[src/rtl/lags_pkg.sv]
package lags_pkg;

    // Store geometry; the row stride is always the full store width
    localparam int GRID_MAX_W = 256;
    localparam int GRID_MAX_H = 256;
    localparam int COL_W      = $clog2(GRID_MAX_W);
    localparam int ROW_W      = $clog2(GRID_MAX_H);
    localparam int CELLS      = GRID_MAX_W * GRID_MAX_H;
    localparam int ADDR_W     = $clog2(CELLS);
    localparam int CW_SIZE    = COL_W + 1;
    localparam int RW_SIZE    = ROW_W + 1;

    // Register file
    localparam int CFG_W   = 9;
    localparam int CFG_IDX = 1;
    localparam logic [CFG_IDX-1:0] REG_WIDTH  = 1'b0;
    localparam logic [CFG_IDX-1:0] REG_HEIGHT = 1'b1;

    // Request operations
    localparam logic [1:0] OP_WRITE   = 2'd0;
    localparam logic [1:0] OP_READ    = 2'd1;
    localparam logic [1:0] OP_ADVANCE = 2'd2;

    // Cell codes
    localparam logic [1:0] CELL_DEAD  = 2'd0;
    localparam logic [1:0] CELL_ALIVE = 2'd1;
    localparam logic [1:0] CELL_WALL  = 2'd2;

    // Neighborhood walk: tap 0 is the center, taps 1..8 the neighbors
    localparam int TAP_W = 4;
    localparam logic [TAP_W-1:0] TAP_LAST = TAP_W'(8);
    localparam int CNT_W = 4;
    localparam logic [CNT_W-1:0] BIRTH_CNT   = CNT_W'(3);
    localparam logic [CNT_W-1:0] SURVIVE_MIN = CNT_W'(2);

    typedef enum logic [2:0] {
        S_CLEAR,
        S_IDLE,
        S_RD_WAIT,
        S_ADV_TAP,
        S_ADV_LAST,
        S_ADV_WR,
        S_ADV_DONE
    } t_state;

    typedef struct packed {
        logic accept;
        logic clr_wr;
        logic rd_load;
        logic tap_issue;
        logic tap_last;
        logic cell_wr;
        logic adv_done;
    } t_cmd;

    typedef struct packed {
        logic out_free;
        logic rd_ok;
        logic adv;
        logic tap_end;
        logic sweep_end;
    } t_status;

    function automatic logic [ADDR_W-1:0] cell_addr(input logic [ROW_W-1:0] row,
                                                     input logic [COL_W-1:0] col);
        return ADDR_W'(row) * ADDR_W'(GRID_MAX_W) + ADDR_W'(col);
    endfunction

endpackage

[src/rtl/lags_ctrl.sv]
module lags_ctrl (
    input  logic             i_clk,
    input  logic             i_rst_n,
    input  logic             i_valid,
    output logic             o_ready,
    input  lags_pkg::t_status i_st,
    output lags_pkg::t_cmd    o_cmd
);
    import lags_pkg::*;

    t_state r_state;
    t_state n_state;

    // Hold state
    always_ff @(posedge i_clk) begin
        if (!i_rst_n) begin
            r_state <= S_CLEAR;
        end else begin
            r_state <= n_state;
        end
    end

    // Next state
    always_comb begin
        n_state = r_state;
        case (r_state)
            S_CLEAR: begin
                if (i_st.sweep_end) n_state = S_IDLE;
            end
            S_IDLE: begin
                if (i_valid && i_st.out_free) begin
                    if (i_st.rd_ok)    n_state = S_RD_WAIT;
                    else if (i_st.adv) n_state = S_ADV_TAP;
                end
            end
            S_RD_WAIT: begin
                if (i_st.out_free) n_state = S_IDLE;
            end
            S_ADV_TAP: begin
                if (i_st.tap_end) n_state = S_ADV_LAST;
            end
            S_ADV_LAST: n_state = S_ADV_WR;
            S_ADV_WR: begin
                n_state = i_st.sweep_end ? S_ADV_DONE : S_ADV_TAP;
            end
            S_ADV_DONE: begin
                if (i_st.out_free) n_state = S_IDLE;
            end
            default: n_state = S_IDLE;
        endcase
    end

    // Commands
    always_comb begin
        o_cmd   = '0;
        o_ready = 1'b0;
        case (r_state)
            S_CLEAR: o_cmd.clr_wr = 1'b1;
            S_IDLE: begin
                o_ready      = i_st.out_free;
                o_cmd.accept = i_valid && i_st.out_free;
            end
            S_RD_WAIT:  o_cmd.rd_load   = i_st.out_free;
            S_ADV_TAP:  o_cmd.tap_issue = 1'b1;
            S_ADV_LAST: o_cmd.tap_last  = 1'b1;
            S_ADV_WR:   o_cmd.cell_wr   = 1'b1;
            S_ADV_DONE: o_cmd.adv_done  = i_st.out_free;
            default: o_cmd = '0;
        endcase
    end

endmodule

[config.mk]
export PLATFORM = sky130hd
export DESIGN_NAME = lags_ctrl
export DESIGN_NICKNAME = d
export VERILOG_FILES = /design/src/rtl/lags_pkg.sv /design/src/rtl/lags_ctrl.sv
export SDC_FILE = /design/constraint.sdc
export NUM_CORES = 1
export LEC_CHECK = 0
export ABC_AREA = 1
export ABC_CLOCK_PERIOD_IN_PS = 1100
export BUFFER_PORTS_ARGS = -buffer_cell sky130_fd_sc_hd__buf_2
export CORE_AREA = 10 10 47 49
export DETAILED_ROUTE_END_ITERATION = 16
export DIE_AREA = 0 0 57 59
export PLACE_DENSITY_LB_ADDON = 0.3
export SLEW_MARGIN = 20
export SYNTH_ARGS = -nofsm -noshare
export SYNTH_HDL_FRONTEND = slang
export SYNTH_SLANG_ARGS = --single-unit
export TNS_END_PERCENT = 10
[constraint.sdc]
create_clock -name i_clk -period 1.1 [get_ports i_clk]
set_input_delay 0.055 -clock i_clk [delete_from_list [all_inputs] [get_ports i_clk]]
set_output_delay 0.055 -clock i_clk [all_outputs]
set_load 0.05 [all_outputs]
==> results.py, run 1 <==
metrics = {
    "power_and_ir_drop": {
        "clkPwrFrac_pct": 11.5,
        "power_leakage_nw": 0.2939,
        "switching_share_pct": 50.70,
        "p_sw_w": 0.0008713,
        "pwr-share-comb_pct": 72.2,
        "p_int_w": 0.0008471,
        "p_per_area_nw_per_um2": 2662,
        "sequentialPowerShare_pct": 16.3,
        "vdd_drop_max_uv": 1149,
    },
    "timing": {
        "rsz0062_at_grt": "true",
        "hold_viol_final": 0,
        "maxSlewViolCount": 0,
        "clock_skew_ns": 0.002682,
        "finalWorstSetupSlack_ns": -0.05521,
        "setup_violations": 7,
        "fin_crit_sh_pct": 105.0,
        "clock.fmax_ghz": 0.8656,
        "fin_crit_ns": 1.155,
        "tightest_slew_ns": 0.2206,
        "slew_headroom_pct": 85.28,
    },
    "routing": {
        "routed_via_density": 4.407,
        "vias": 401,
        "drtIter0Drc": 3,
        "wl_mm": 1.057,
        "dr.pass1.iters": 2,
        "wl_per_cell_um": 11.62,
        "ant_nets": 0,
        "drc": 0,
    },
    "final_layout": {
        "drive_above_1_share_pct": 68.00,
        "num-fill-cells": 152,
        "seq_area_um2": 71.32,
        "largest_reg_flops": 3,
        "nNetsFinal": 84,
        "diodes": 0,
        "top_register": "r_state",
        "design_area_um2": 645.6,
        "top_regs": "r_state (3)",
        "multi_input_area_um2": 277.8,
        "area_growth_pct": 120.5,
    },
    "placed_design": {
        "hpwl_um": 756.6,
        "gp_congestion": 0.7789,
        "portBuffers": 15,
        "pre_cts_ws_ns": -0.01140,
        "place_area_um2": 447.9,
    },
    "worst_setup_path": {
        "slowest_delay_ns": 0.37,
        "cp-start-kind": "register",
        "r2r_setup_slack_ns": 0.01,
        "required_ns": 1.04,
        "end_kind": "output pin",
        "cp_top_family": "buffers and inverters",
        "crit_path_max_fanout": 5,
        "cp_slowest_cell": "dfxtp_4",
        "cp.arrival_ns": 1.10,
        "r2r_end": "r_state[0]$_SDFFE_PN0P_",
        "critical_path_cell_count": 4,
        "cp_common_cell": "buf_6",
        "path_class": "reg2out",
        "reg2reg_from": "r_state[0]$_SDFFE_PN0P_",
        "r2r_cells": 6,
        "crit_buf_inv": 3,
        "cp_cell_sequence": "buf_6 > buf_6 > nor2_4 > buf_8",
    },
    "synthesis": {
        "synth_common_cells": "nor2_1 (13), nand2_1 (7), inv_1 (5)",
        "synth.top_cell.area_share_pct": 20.51,
        "syn_inst": 50,
        "synth_most_common_cell": "nor2_1",
        "synthFlopType": "dfxtp_1",
        "seq_area_frac_synth_pct": 20.51,
        "syn_area_um2": 292.8,
        "synth_edf_count": 0,
        "yosys_warnings": 0,
        "synth_cell_type_count": 17,
        "syn_nets": 58,
        "ys_top_cells_by_area": "dfxtp_1 (21%), nor2_1 (17%), nand2_1 (9.0%)",
        "async_flop_share_pct": 0,
        "synth_area_per_cell_um2": 5.856,
        "yosys.area.top_type": "dfxtp_1",
        "synth_seq_cells": 3,
    },
    "floorplanning": {
        "io_pins": 16,
        "rows": 14,
        "core_area_um2": 1401,
        "initial_core_util_pct": 20.89,
        "die_w_um": 57,
        "die_h_um": 59,
        "dieArea_um2": 3363,
    },
    "grt": {
        "grt_pass1_wl_mm": 1.731,
        "antenna_found_initial": 0,
        "grt_overflow": 0,
        "grt_pass1_vias": 440,
        "track_usage_pct": 6.228,
        "grt_max_degree": 6,
    },
    "worst_hold_path": {
        "min_path_cells": 3,
        "hold_path_end": "r_state[2]$_SDFFE_PN0P_",
        "hp-class": "in2reg",
        "hold_path.startpoint": "i_rst_n",
    },
    "job": {
        "maxCapViolations": 0,
    },
    "clocking": {
        "cts_buffer_depth": 2,
        "htree_levels": 1,
        "worstSkewPairLatency_ns": 0.24,
        "cts_tree": "built",
        "clock-sinks": 3,
        "cts-root-buf": "clkbuf_4",
        "clk_pin_slew_ns": 0.04,
        "cts_buffers": 3,
    },
    "status": {
        "violations": "negative setup slack",
        "outcome": "complete, but fails checks",
    },
}
-- worst register-to-register path: stages, from the launching register on --
cell and delay, ns:
dfxtp_4 0.40, inv_4 0.05, buf_4 0.13, o22ai_1 0.16, o21ai_1 0.09, nor2_1 0.10
nor2_1 0.04
-- layout make-up --
| class | instances | share of cell area [%] |
|---|---|---|
| clock buffer | 4 | 4.070 |
| multi-input combinational | 38 | 43.02 |
| tap | 16 | 3.101 |
| inverter | 9 | 6.395 |
| timing repair buffer | 21 | 32.36 |
| sequential | 3 | 11.05 |
-- worst max path at each step --
stage	from	end	slack, ns
6_report	r_state[0]$_SDFFE_PN0P_	o_cmd[2]	-0.06
2_1_floorplan	r_state[2]$_SDFFE_PN0P_	o_cmd[6]	-0.19
4_1_cts	r_state[0]$_SDFFE_PN0P_	o_cmd[4]	-0.06
3_5_place_dp	r_state[0]$_SDFFE_PN0P_	r_state[0]$_SDFFE_PN0P_	-0.01
3_3_place_gp	r_state[0]$_SDFFE_PN0P_	r_state[0]$_SDFFE_PN0P_	-0.01
5_1_grt	r_state[2]$_SDFFE_PN0P_	o_cmd[4]	-0.10
-- through the flow --
| step | cells | total power, W | util [%] | hold WS, ns | TNS (ns) |
|---|---|---|---|---|---|
| after floorplan | 50 | 0.0008216 | - | 0.1757 | -1.259 |
| after global placement | 86 | 0.001094 | 31.96 | 0.3137 | -0.01459 |
| after detailed placement | 86 | 0.001091 | 31.96 | 0.3157 | -0.02747 |
| after CTS | 91 | 0.001639 | 43.39 | 0.05427 | -0.2719 |
| after global routing | 91 | 0.001832 | 46.07 | 0.07649 | -0.6515 |
| final | 91 | 0.001718 | 46.07 | 0.05923 | -0.2011 |
-- layer usage --
metal	wire, um	up-vias	GRT usage, %
li1	-	210	-
met1	390	180	6.548
met2	595	11	10.70
met3	71	0	3.004
met4	0	0	2.013
met5	0	-	0
-- layout by cell type, fill, tap and decap left out, drive strengths merged --
master,Yosys,layout
a21oi,3,3
buf,0,21
clkbuf,0,4
clkinv,1,1
dfxtp,3,3
inv,8,8
nand2,10,10
nand3,2,2
nor2,17,17
nor3,2,2
o211ai,2,2
o21ai,1,1
o22ai,1,1
-- cell families (layout without fill, tap and decap cells) --
family | Yosys count | after routing | share of synthesized area [%]
AOI/OAI and AO/OA | 7 | 7 | 15.38
buffers and inverters | 9 | 34 | 11.54
DFF | 3 | 3 | 20.51
and+or+nand+nor | 31 | 31 | 52.56
-- power by group through the flow --
stage               Sequential (W)  Combinational, W  Clock (W)
detailed placement        0.000219          0.000872          0
floorplan                 0.000216          0.000605          0
finish                    0.000280           0.00124   0.000198
CTS                       0.000266           0.00117   0.000207
global route              0.000288           0.00133   0.000216
global placement          0.000218          0.000876          0
-- timing repair --
action	in CTS	in global routing
hold buffers	0	0
endpoints found under the setup margin	11	11
pin swaps	4	3
setup buffers	3	0
resized for setup	40	11
(Power assumes the default switching activity.)
==> run 2: changes to the inputs <==
--- a/config.mk
+++ b/config.mk
@@ -11,7 +11,7 @@
 export CORE_AREA = 10 10 47 49
 export DETAILED_ROUTE_END_ITERATION = 16
 export DIE_AREA = 0 0 57 59
-export PLACE_DENSITY_LB_ADDON = 0.3
+export PLACE_DENSITY = 0.56
 export SLEW_MARGIN = 20
 export SYNTH_ARGS = -nofsm -noshare
 export SYNTH_HDL_FRONTEND = slang
==> results.py, run 2 (same netlist as run 1, synthesis figures left out) <==
metrics = {
    "status": {
        "outcome": "complete, but fails checks",
        "violations": "negative setup slack",
    },
    "worst_setup_path": {
        "crit_buf_inv": 3,
        "path_class": "reg2out",
        "cp-start-kind": "register",
        "end_kind": "output pin",
        "cp_top_family": "flip-flops",
        "slowest_delay_ns": 0.37,
        "cp_cell_sequence": "inv_4 > nand2_2 > buf_6 > nor3_4 > buf_6",
        "crit_path_max_fanout": 6,
        "cp_slowest_cell": "dfxtp_4",
        "required_ns": 1.04,
        "cp.arrival_ns": 1.13,
        "cp_common_cell": "buf_6",
    },
    "power_and_ir_drop": {
        "vdd_drop_max_uv": 1380,
        "total_power_w": 0.001753,
        "switching_share_pct": 48.53,
        "p_per_area_nw_per_um2": 2659,
        "power_leakage_nw": 0.3086,
        "p_sw_w": 0.0008508,
        "p_int_w": 0.0009025,
        "clkPwrFrac_pct": 11.1,
        "pwr-share-comb_pct": 73.7,
        "sequentialPowerShare_pct": 15.2,
    },
    "routing": {
        "drc": 0,
        "dr.pass1.iters": 2,
        "routed_via_density": 4.365,
        "wl_um": 993,
        "drtIter0Drc": 2,
        "ant_nets": 0,
        "vias": 419,
        "wl_per_cell_um": 10.34,
    },
    "clocking": {
        "cts_tree": "built",
        "htree_levels": 1,
        "clk_pin_slew_ns": 0.04,
        "worstSkewPairLatency_ns": 0.23,
        "cts-root-buf": "clkbuf_4",
        "cts_buffer_depth": 2,
        "postCtsHoldBufs": 0,
        "clock-sinks": 3,
        "cts_buffers": 3,
    },
    "final_layout": {
        "num-fill-cells": 150,
        "diodes": 0,
        "most-common-layout-cells": "nor2_1 (8), buf_6 (8), buf_4 (8)",
        "top_register": "r_state",
        "area_growth_pct": 125.2,
        "top_regs": "r_state (3)",
        "nNetsFinal": 89,
        "drive_above_1_share_pct": 66.25,
        "largest_reg_flops": 3,
    },
    "job": {
        "maxCapViolations": 0,
    },
    "placed_design": {
        "portBuffers": 15,
        "hpwl_um": 763.5,
        "gp_congestion": 0.7825,
    },
    "grt": {
        "grt_pass1_vias": 432,
        "track_usage_pct": 6.285,
        "grt_overflow": 0,
        "grt_max_degree": 7,
        "grt_pass1_wl_mm": 1.711,
        "antenna_found_initial": 0,
    },
    "timing": {
        "clock.fmax_ghz": 0.8422,
        "holdWs_ns": 0.06669,
        "clock_skew_ns": 0.003585,
        "fin_crit_ns": 1.187,
        "finalWorstSetupSlack_ns": -0.08743,
        "maxSlewViolCount": 0,
        "hold_viol_final": 0,
        "tightest_slew_ns": 0.2548,
        "setup_violations": 8,
        "fin_crit_sh_pct": 107.9,
        "rsz0062_at_grt": "true",
        "slew_headroom_pct": 82.99,
    },
    "floorplanning": {
        "die_w_um": 57,
        "rows": 14,
        "die_h_um": 59,
        "io_pins": 16,
        "core_area_um2": 1401,
        "initial_core_util_pct": 20.89,
        "dieArea_um2": 3363,
    },
    "worst_hold_path": {
        "hp-class": "in2reg",
    },
}
## run 2: cell count changes in the layout (fill, tap and decap cells not counted)
cell	delta
nor2_2	-3
nand2_1	+2
buf_12	-1
nand2_4	-2
nor2_1	+1
o21ai_0	+1
buf_6	+1
o21ai_1	-1
buf_8	-1
buf_4	+6
nor2_4	+2
## run 2: worst register-to-register path, stage by stage, from the launching register on
cell and delay, ns:
dfxtp_4 0.40, inv_4 0.04, buf_4 0.13, o22ai_1 0.13, o21ai_0 0.11, nor2_1 0.11, nor2_1 0.05
## run 2: layer usage
layer / up-vias / share of wire, % / global-route usage [%]
met5: - / 0 / 0
li1: 219 / - / -
met2: 14 / 47 / 9.612
met1: 186 / 39 / 6.347
met4: 0 / 0 / 2.013
met3: 0 / 13 / 5.150
## run 2: power by group through the flow
stage | logic [W] | clock network [W] | registers, W
2_1_floorplan | 0.000605 | 0 | 0.000216
3_3_place_gp | 0.000937 | 0 | 0.000210
3_5_place_dp | 0.000932 | 0 | 0.000214
4_1_cts | 0.00124 | 0.000204 | 0.000264
5_1_grt | 0.00139 | 0.000220 | 0.000278
6_report | 0.00129 | 0.000194 | 0.000267
## run 2: what timing repair did
action	4_1_cts	5_1_grt
setup endpoints to repair	11	11
buffers inserted	2	0
resized for setup	39	7
pin swaps	3	0
## run 2: through the flow
stage	cell area, um^2	util [%]	instances	worst slack, ns	TNS [ns]
6_report	659.4	47.05	96	-0.08743	-0.3895
3_3_place_gp	465.4	33.21	90	0.009674	0
3_5_place_dp	465.4	33.21	90	-0.01304	-0.03448
2_1_floorplan	302.8	-	50	-0.1880	-1.259
4_1_cts	635.6	45.36	96	-0.09630	-0.5193
5_1_grt	659.4	47.05	96	-0.1623	-1.126
## run 2: path summary, 6_finish.rpt
kind	to	startpoint	cells after the start	slack, ns
setup reg to reg	r_state[0]$_SDFFE_PN0P_	r_state[0]$_SDFFE_PN0P_	6	0.02
setup / recovery	o_cmd[4]	r_state[0]$_SDFFE_PN0P_	5	-0.09
hold / removal	r_state[2]$_SDFFE_PN0P_	i_rst_n	3	0.07
hold reg to reg	r_state[2]$_SDFFE_PN0P_	r_state[2]$_SDFFE_PN0P_	3	0.66
## run 2: area by class of cell
type	instances	area (um^2)	area share, %
Multi-Input combinational cell	38	270.3	40.99
Sequential cell	3	71.32	10.82
Clock buffer	4	26.28	3.985
Timing Repair Buffer	26	230.2	34.91
Tap cell	16	20.02	3.036
Inverter	9	41.29	6.262
